File: config.mk
export PLATFORM = sky130hd
export DESIGN_NAME = first_byte_exchange_sort
export DESIGN_NICKNAME = d
export VERILOG_FILES = /design/src/sv/fbes_pkg.sv /design/src/sv/first_byte_exchange_sort.sv
export SDC_FILE = /design/constraint.sdc
export NUM_CORES = 1
export LEC_CHECK = 0
export BUFFER_PORTS_ARGS = -buffer_cell sky130_fd_sc_hd__buf_2
export CAP_MARGIN = 20
export CELL_PAD_IN_SITES_DETAIL_PLACEMENT = 0
export CELL_PAD_IN_SITES_GLOBAL_PLACEMENT = 1
export CORE_MARGIN = 2
export CORE_UTILIZATION = 39
export DETAILED_ROUTE_END_ITERATION = 12
export GPL_ROUTABILITY_DRIVEN = 0
export PLACE_DENSITY = 0.67
export SYNTH_ARGS = -nofsm -noshare
export SYNTH_HDL_FRONTEND = slang
export SYNTH_SLANG_ARGS = --single-unit
export TNS_END_PERCENT = 30
File: constraint.sdc
create_clock -name clk -period 5.4 [get_ports clk]
set_input_delay 1.08 -clock clk [delete_from_list [all_inputs] [get_ports clk]]
set_output_delay 1.08 -clock clk [all_outputs]
set_load 0.05 [all_outputs]
File: src/sv/fbes_pkg.sv
`default_nettype none
// ----------------------------------------------------------------------------
// fbes_pkg
// Types and codes shared by the first-byte exchange sorter: the input and
// result words, one stored entry and the sequencer states.
// ----------------------------------------------------------------------------
package fbes_pkg;

  typedef struct packed {
    logic [7:0] first_byte;
    logic       last_item;
  } in_word_t;

  typedef struct packed {
    logic [3:0] arrival_index;
    logic [7:0] sorted_key;
    logic       final_result;
    logic       items_dropped;
  } out_word_t;

  typedef struct packed {
    logic [3:0] idx;
    logic [7:0] key;
  } entry_t;

  typedef enum logic [3:0] {
    ST_FILL,
    ST_SORT_RI,
    ST_SORT_LI,
    ST_SORT_RJ,
    ST_SORT_CJ,
    ST_SORT_WI,
    ST_OUT_RD,
    ST_OUT_LD,
    ST_OUT_WAIT
  } state_t;

endpackage
`default_nettype wire

File: src/sv/first_byte_exchange_sort.sv
`default_nettype none
// An item not marked last is taken while the sorter fills. After the last item
// the sort reads entry i, then for each later entry j reads and compares it on
// the entry memory (registered read), then writes entry i back; each result is
// read, loaded and held through any output stall. Input is stalled from the last
// item until the final result is taken. Reset clears control state, not data.
// ----------------------------------------------------------------------------
// first_byte_exchange_sort
// Batch sorter keyed on the first byte of a string: stores up to MAX_ITEMS
// words, exchange-sorts them with one shared comparator and emits them.
// ----------------------------------------------------------------------------
module first_byte_exchange_sort
  import fbes_pkg::*;
#(
  parameter int MAX_ITEMS = 16
) (
  input  wire logic      clk,
  input  wire logic      rst_n,
  input  wire logic      in_valid,
  output logic           in_stall,
  input  wire in_word_t  in_word,
  output logic           out_valid,
  input  wire logic      out_stall,
  output out_word_t      out_word
);

  localparam int AW = $clog2(MAX_ITEMS);
  localparam int CW = $clog2(MAX_ITEMS + 1);

  state_t          state_r, state_nxt;
  logic [CW-1:0]   count_r, count_nxt;
  logic            ovf_r, ovf_nxt;
  logic [CW-1:0]   i_r, i_nxt;
  logic [CW-1:0]   j_r, j_nxt;
  logic [CW-1:0]   k_r, k_nxt;
  entry_t          cur_r, cur_nxt;
  entry_t          rd_r;
  out_word_t       out_r, out_nxt;
  logic            out_valid_r, out_valid_nxt;

  entry_t          mem [MAX_ITEMS];
  logic            we;
  logic [AW-1:0]   waddr;
  entry_t          wdata;
  logic [AW-1:0]   raddr;

  logic [31:0]     count_ext;
  logic            in_acc;
  logic            out_acc;
  logic [CW-1:0]   cnt_after;

  assign count_ext = 32'(count_r);
  assign in_stall  = (state_r != ST_FILL);
  assign in_acc    = in_valid && !in_stall;
  assign out_acc   = out_valid_r && !out_stall;
  assign out_valid = out_valid_r;
  assign out_word  = out_r;

  // entry memory
  always_ff @(posedge clk) begin
    if (we) begin
      mem[waddr] <= wdata;
    end
    rd_r <= mem[raddr];
  end

  always_ff @(posedge clk) begin
    if (!rst_n) begin
      state_r     <= ST_FILL;
      count_r     <= '0;
      ovf_r       <= 1'b0;
      i_r         <= '0;
      j_r         <= '0;
      k_r         <= '0;
      out_valid_r <= 1'b0;
    end else begin
      state_r     <= state_nxt;
      count_r     <= count_nxt;
      ovf_r       <= ovf_nxt;
      i_r         <= i_nxt;
      j_r         <= j_nxt;
      k_r         <= k_nxt;
      out_valid_r <= out_valid_nxt;
    end
  end

  always_ff @(posedge clk) begin
    cur_r <= cur_nxt;
    out_r <= out_nxt;
  end

  always_comb begin
    state_nxt     = state_r;
    count_nxt     = count_r;
    ovf_nxt       = ovf_r;
    i_nxt         = i_r;
    j_nxt         = j_r;
    k_nxt         = k_r;
    cur_nxt       = cur_r;
    out_nxt       = out_r;
    out_valid_nxt = out_valid_r;
    we            = 1'b0;
    waddr         = count_r[AW-1:0];
    wdata.idx     = count_ext[3:0];
    wdata.key     = in_word.first_byte;
    raddr         = i_r[AW-1:0];
    cnt_after     = count_r;

    case (state_r)
      ST_FILL: begin
        if (in_acc) begin
          if (count_r < CW'(MAX_ITEMS)) begin
            we        = 1'b1;
            cnt_after = count_r + CW'(1);
          end else begin
            ovf_nxt = 1'b1;
          end
          count_nxt = cnt_after;
          if (in_word.last_item) begin
            i_nxt = '0;
            k_nxt = '0;
            if (cnt_after < CW'(2)) begin
              state_nxt = ST_OUT_RD;
            end else begin
              state_nxt = ST_SORT_RI;
            end
          end
        end
      end
      ST_SORT_RI: begin
        raddr     = i_r[AW-1:0];
        state_nxt = ST_SORT_LI;
      end
      ST_SORT_LI: begin
        cur_nxt   = rd_r;
        j_nxt     = i_r + CW'(1);
        state_nxt = ST_SORT_RJ;
      end
      ST_SORT_RJ: begin
        raddr     = j_r[AW-1:0];
        state_nxt = ST_SORT_CJ;
      end
      ST_SORT_CJ: begin
        // swap: the held entry goes to j, j's entry is held
        if (cur_r.key > rd_r.key) begin
          we      = 1'b1;
          waddr   = j_r[AW-1:0];
          wdata   = cur_r;
          cur_nxt = rd_r;
        end
        j_nxt = j_r + CW'(1);
        if (j_r + CW'(1) == count_r) begin
          state_nxt = ST_SORT_WI;
        end else begin
          state_nxt = ST_SORT_RJ;
        end
      end
      ST_SORT_WI: begin
        we    = 1'b1;
        waddr = i_r[AW-1:0];
        wdata = cur_r;
        i_nxt = i_r + CW'(1);
        if (i_r + CW'(2) >= count_r) begin
          state_nxt = ST_OUT_RD;
        end else begin
          state_nxt = ST_SORT_RI;
        end
      end
      ST_OUT_RD: begin
        raddr     = k_r[AW-1:0];
        state_nxt = ST_OUT_LD;
      end
      ST_OUT_LD: begin
        out_nxt.arrival_index = rd_r.idx;
        out_nxt.sorted_key    = rd_r.key;
        out_nxt.final_result  = (k_r + CW'(1) == count_r);
        out_nxt.items_dropped = ovf_r;
        out_valid_nxt         = 1'b1;
        state_nxt             = ST_OUT_WAIT;
      end
      ST_OUT_WAIT: begin
        if (out_acc) begin
          out_valid_nxt = 1'b0;
          if (out_r.final_result) begin
            count_nxt = '0;
            ovf_nxt   = 1'b0;
            state_nxt = ST_FILL;
          end else begin
            k_nxt     = k_r + CW'(1);
            state_nxt = ST_OUT_RD;
          end
        end
      end
      default: begin
        state_nxt = ST_FILL;
      end
    endcase
  end

  a_valid_in_wait: assert property (@(posedge clk) disable iff (!rst_n)
    out_valid_r |-> state_r == ST_OUT_WAIT)
    else $error("result word valid outside output wait");

  a_count_range: assert property (@(posedge clk) disable iff (!rst_n)
    count_r <= CW'(MAX_ITEMS))
    else $error("item count beyond capacity");

  a_ovf_full: assert property (@(posedge clk) disable iff (!rst_n)
    ovf_r |-> count_r == CW'(MAX_ITEMS))
    else $error("overflow flagged with room left");

  a_pair_order: assert property (@(posedge clk) disable iff (!rst_n)
    state_r == ST_SORT_CJ |-> (i_r < j_r) && (j_r < count_r))
    else $error("compare pair out of range");

  a_batch_restart: assert property (@(posedge clk) disable iff (!rst_n)
    (out_acc && out_r.final_result) |=> (state_r == ST_FILL) && (count_r == '0) && !ovf_r)
    else $error("batch not cleared after final word");

endmodule
`default_nettype wire

Yosys cells after proc, flatten, opt, wreduce, memory -nomap -nowiden:

Memories as Yosys holds them, arrays and structs flattened. A register that Yosys moved wholly into a read port is not among the register bits.
Index checks and enable logic that the tools add are counted.

* flip-flop bits (word level): 52
* bits in writable memories: 192
* input port bits: 13
* output and inout bits: 16
* word-level logic and storage cells: 99
* memories: 1

Memory list
* mem: words 16, width 12, rd ports 1, clocked after Yosys merged registers in 1, write ports 1, RTL line first_byte_exchange_sort.sv:41 `entry_t mem [MAX_ITEMS];`

* $add $sub $neg: 5
* $lt $le $gt $ge: 4
* equal/unequal tests: 17
* multiplexer cells: 42
* reduce and logical (&&, ||, !) cells: 17

Operators with widths (number)
* $mux 5: 10
* $pmux 12 s2: 2
* $pmux 5 s2: 4
* $pmux 4 s9: 1
* $mux 12: 2
* $add 5x1->5 const B: 4
* $eq 4x3->1 const B: 4
* $mux 4: 4
* $pmux 4 s2: 2
* $ne 2x2->1 const B: 7
* $mux 3: 4
* $eq 5x5->1: 2
* $mux 1: 10
* $reduce_and 5->1: 2
* $eq 4x2->1 const B: 2
* $gt 8x8->1: 1
* $reduce_bool 2->1: 4
* $reduce_and 3->1: 2
* $add 5x2->5 const B: 1
* $ge 5x5->1: 1
* $lt 5x2->1 const B: 1
* $lt 5x5->1 const B: 1
* $eq 4x1->1 const B: 1
* $eq 4x4->1 const B: 1
* 8 further kinds: 12

Logic depth before layout (Yosys ltp):

* depth in word-level cells: 10
* gate-level depth with buffers: 11
* mapped depth without buffers: 9

Worst setup path after synthesis:

OpenSTA, ideal clock, no wires.

* kind: register to register
* start: register cur_r[1] (netlist bit)
* end: memory mem[0][0] (netlist bit), enable pin
* library setup time: 396 ps
* arrival: 2711 ps
* path slack: 2293 ps
* stages on the path, launching flop included: 10
* cells stage by stage: edfxtp_1 -> ha_1 -> nor2b_1 -> o211ai_1 -> a21o_1 -> a21o_1 -> buf_2 -> a221oi_2 -> nand3_1 -> nor3_1

* longest elaborated chain between the ends: 5
* elaborated cells on any way between the ends: 7

Ends and longest elaborated chain
* from (decl): RTL line first_byte_exchange_sort.sv:36 `entry_t cur_r, cur_nxt;`
* from (signal assigned): RTL line first_byte_exchange_sort.sv:88 `cur_r <= cur_nxt;`
* $gt 8x8->1 (*): RTL line first_byte_exchange_sort.sv:145 `if (cur_r.key > rd_r.key) begin`
* $mux 1: RTL line first_byte_exchange_sort.sv:145
* $pmux 1 s3: RTL line first_byte_exchange_sort.sv:109 `case (state_r)`
* $mux 1: RTL line first_byte_exchange_sort.sv:61 `if (we) begin`
* $mux 1 (implied by the code): RTL line first_byte_exchange_sort.sv:62 `mem[waddr] <= wdata;`
* to (decl): RTL line first_byte_exchange_sort.sv:41

Every way passes the cells marked *; elsewhere a longest branch is shown, timed or not.

Worst setup path after layout:

* start: register state_r[2]
* end: memory mem[6][10] (netlist bit), enable pin

* longest elaborated chain between the ends: 7
* elaborated cells on any way between the ends: 11

Ends and longest elaborated chain
* from (decl): RTL line first_byte_exchange_sort.sv:30 `state_t state_r, state_nxt;`
* from (signal assigned): RTL line first_byte_exchange_sort.sv:77 `state_r <= state_nxt;`
* $reduce_bool 4->1: RTL line first_byte_exchange_sort.sv:53 `assign in_stall = (state_r != ST_FILL);`
* $logic_not 1->1: RTL line first_byte_exchange_sort.sv:54 `assign in_acc = in_valid && !in_stall;`
* $logic_and 1x1->1: RTL line first_byte_exchange_sort.sv:54
* $mux 1: RTL line first_byte_exchange_sort.sv:111 `if (in_acc) begin`
* $pmux 1 s3: RTL line first_byte_exchange_sort.sv:109
* $mux 1: RTL line first_byte_exchange_sort.sv:61
* $mux 1 (implied by the code): RTL line first_byte_exchange_sort.sv:62

Several ways; a longest one is shown, not always the timed one.

==> reports/metrics.yaml <==
cts:
  cts_setup_buffers: 0
  clockBufferDepth: 3
  cts_tree: "done"
  numCtsBuffers: 27
  clock-sinks: 256
  htreeDepth: 1
  ctsResizeCount: 0
  clkTransAtPathRegs_ns: 0.06
  cts_root_buffer: "clkbuf_16"
  clock_latency_ns: 0.55
  postCtsHoldBufs: 0
die:
  row_count: 61
  die_w_um: 173.2
  io_pins: 29
  core_um2: 28010
  initial_utilization_pct: 39.86
  die_y_um: 173.2
  dieArea_um2: 30000
sta:
  worstMarginPinSlew_ns: 1.038
  fin_ws_ns: 1.370
  hold_violations: 0
  rsz0062_at_grt: "no"
  setup-tns-final_ns: 0
  final_period_minus_worst_setup_slack_ns: 4.030
  clock.fmax_mhz: 248.1
  fin_worst_skew_ns: 0.009561
  slew_violations: 0
  fin_crit_sh_pct: 74.63
  finalSetupViolations: 0
  maxSlewHeadroom_pct: 30.44
global_route:
  grt_max_degree: 74
  grt_usage_pct: 17.65
  grt_pass1_wl_um: 40140
  grt_overflow: 0
  antenna_found_initial: 0
  grt_pass1_vias: 6231
drt:
  drt_iter0_markers: 533
  wl_per_cell_um: 21.64
  drc: 0
  ant_nets: 0
  via_count: 6618
  vias_per_cell: 5.385
  firstDrtPassIters: 5
  wirelength_um: 26600
worst_hold_path:
  min_from: "ovf_r"
  hp-class: "reg2reg"
synthesis:
  synth_top_area_share_pct: 58.63
  synth_xor_area_share_pct: 1.177
  synth_fa_ha_area_share_pct: 2.017
  syn_inst: 804
  ys_seq_area_share_pct: 65.45
  yosysUniqueCellTypes: 55
  synthArstFlopShare_pct: 0
  syn_nets: 835
  synth_top_family_by_area: "multiplexers"
  synth_ff_type: "edfxtp_1"
  yosys.area_share.simple_pct: 7.430
  synth_mux_area_share_pct: 12.14
  ys_top_cells_by_area: "edfxtp_1 (59%), mux2i_1 (8.6%), dfxtp_1 (6.8%)"
  avgSynthCellArea_um2: 13.89
  synth_compound_gate_area_share_pct: 8.943
  synth_area_um2: 11160
  ys_ff_latch: 256
  yosysWarnings: 0
  synth_top_area_cell: "edfxtp_1"
  synth_edf_count: 218
finish:
  multi_input_area_um2: 3641
  layout-drive-gt1-share_pct: 15.28
  post-route-cell-area_um2: 12660
  layout.area.seq_um2: 7307
  fin_nets: 862
  nFillCells: 2467
  n_antenna_cell: 0
  area.growth.synth_to_final_pct: 13.38
worst_setup_path:
  worst_ep_required_time_ns: 5.57
  end_kind: "flip-flop"
  cp-start-kind: "flip-flop"
  r2r-start: "state_r[2]"
  critPathLaunch: "state_r[2]"
  worstPathArrival_ns: 4.20
  cp_max_fo: 29
  path_class: "reg2reg"
job:
  drv_cap: 0
pwr:
  pwr_density_cell_nw_per_um2: 490.0
  power_mw: 6.202
  p_leak_nw: 4.882
  ir_drop_uv: 249.4
placement:
  postPlaceCellArea_um2: 11780
  dp_slack_ns: 1.409
  place_hpwl_um: 17350
  io_buffer_count: 28
status:
  run_status: "finished clean"
cell families after synthesis:
logic type | count (synthesis)
DFF | 256
and+or+nand+nor | 174
AOI/OAI and AO/OA | 141
muxes | 131
buffers and inverters | 69
adders and majority gates | 18
xor gates and xnor gates | 15
flip-flops by register name (all words and copies together), names as in the netlist:
signal,flops
out_word,14
ovf_r,1
j_r,5
out_valid,1
mem,192
k_r,5
i_r,5
cur_r,12
state_r,4
count_r,5
rd_r,12
cell usage in the layout, fill, tap and decap left out, types with 3 or more instances in the layout:
| cell type | synthesis | layout |
|---|---|---|
| dfxtp_1 | 38 | 38 |
| nor2_1 | 58 | 58 |
| clkbuf_16 | 0 | 27 |
| a21o_1 | 5 | 5 |
| a21oi_1 | 46 | 46 |
| nor3_2 | 1 | 17 |
| a211oi_1 | 5 | 5 |
| buf_2 | 11 | 28 |
| clkinv_2 | 0 | 7 |
| a221o_1 | 19 | 19 |
| o22ai_1 | 4 | 3 |
| mux2_2 | 19 | 19 |
| nand2b_1 | 9 | 9 |
| clkinv_1 | 0 | 5 |
| nand2_1 | 33 | 33 |
| bufinv_16 | 0 | 3 |
| clkinvlp_4 | 0 | 4 |
| nand3_1 | 13 | 13 |
| and2_1 | 4 | 4 |
| a31oi_1 | 5 | 5 |
| or3_1 | 4 | 4 |
| nand4_1 | 4 | 4 |
| o21ai_0 | 15 | 14 |
| nor2b_1 | 10 | 10 |
| a22oi_1 | 18 | 18 |
| mux2_1 | 16 | 16 |
| inv_1 | 25 | 25 |
| and3_1 | 4 | 4 |
| a221oi_2 | 3 | 3 |
| xnor2_1 | 8 | 8 |
| mux2i_1 | 96 | 96 |
| edfxtp_1 | 218 | 218 |
| nor3_1 | 26 | 10 |
| buf_4 | 12 | 12 |
| ha_1 | 18 | 18 |
| xor2_1 | 7 | 7 |
routing by layer:
metal	GRT usage (%)	vias up	wire, µm
met5	0	-	0
met4	4.167	0	492
met3	2.902	36	1619
met2	27.15	244	11920
met1	26.16	3214	12570
li1	-	3124	-
area by class of cell:
cell class                 instances  area share (%)
sequential                       256           57.72
multi-input combinational        479           28.76
clock buffer                      28           5.367
tap                              378           3.736
timing repair buffer              42           2.066
clock inverter                    21           1.601
inverter                          25          0.7413
through the flow:
stage               hold slack [ns]  util, %  instances
floorplan                    0.4037        -        804
finish                       0.4444    45.19       1229
detailed placement           0.4205    42.04       1180
global placement             0.4208    42.00       1179
global route                 0.4582    45.19       1229
CTS                          0.4441    45.19       1229
final timing paths:
path	cells after the start	end	slack, ns
min reg2reg	0	out_word[0]	0.44
max reg2reg	6	mem[6][10]	1.37
min	0	out_word[0]	0.44
max	6	mem[6][10]	1.37
cell usage after synthesis (all sizes together), types with 7 or more instances:
master and number:
mux2 35, nor3 27, nand3 13, nand2 33
nand2b 9, a221o 19, mux2i 96, xor2 7
a21oi 46, xnor2 8, ha 18, nor2b 10
o21ai 16, nor2 58, inv 25, clkbuf 17
buf 27, a22oi 18, dfxtp 38, edfxtp 218
critical path, stage by stage, from the launching register on:
cell	delay, ns
dfxtp_1	0.93
nor3b_2	0.49
o21ai_1	0.12
a21o_1	0.44
and2_1	0.33
a221o_1	0.45
nor3_2	0.89
report_power, final:
| part | internal [mW] | leakage (nW) | switching, mW |
|---|---|---|---|
| combinational | 0.591 | 2.16 | 1.11 |
| sequential | 2.50 | 2.30 | 0.161 |
| clock | 1.06 | 0.426 | 0.781 |
| total | 4.15 | 4.88 | 2.05 |
Power figures use the tool's default switching activity.
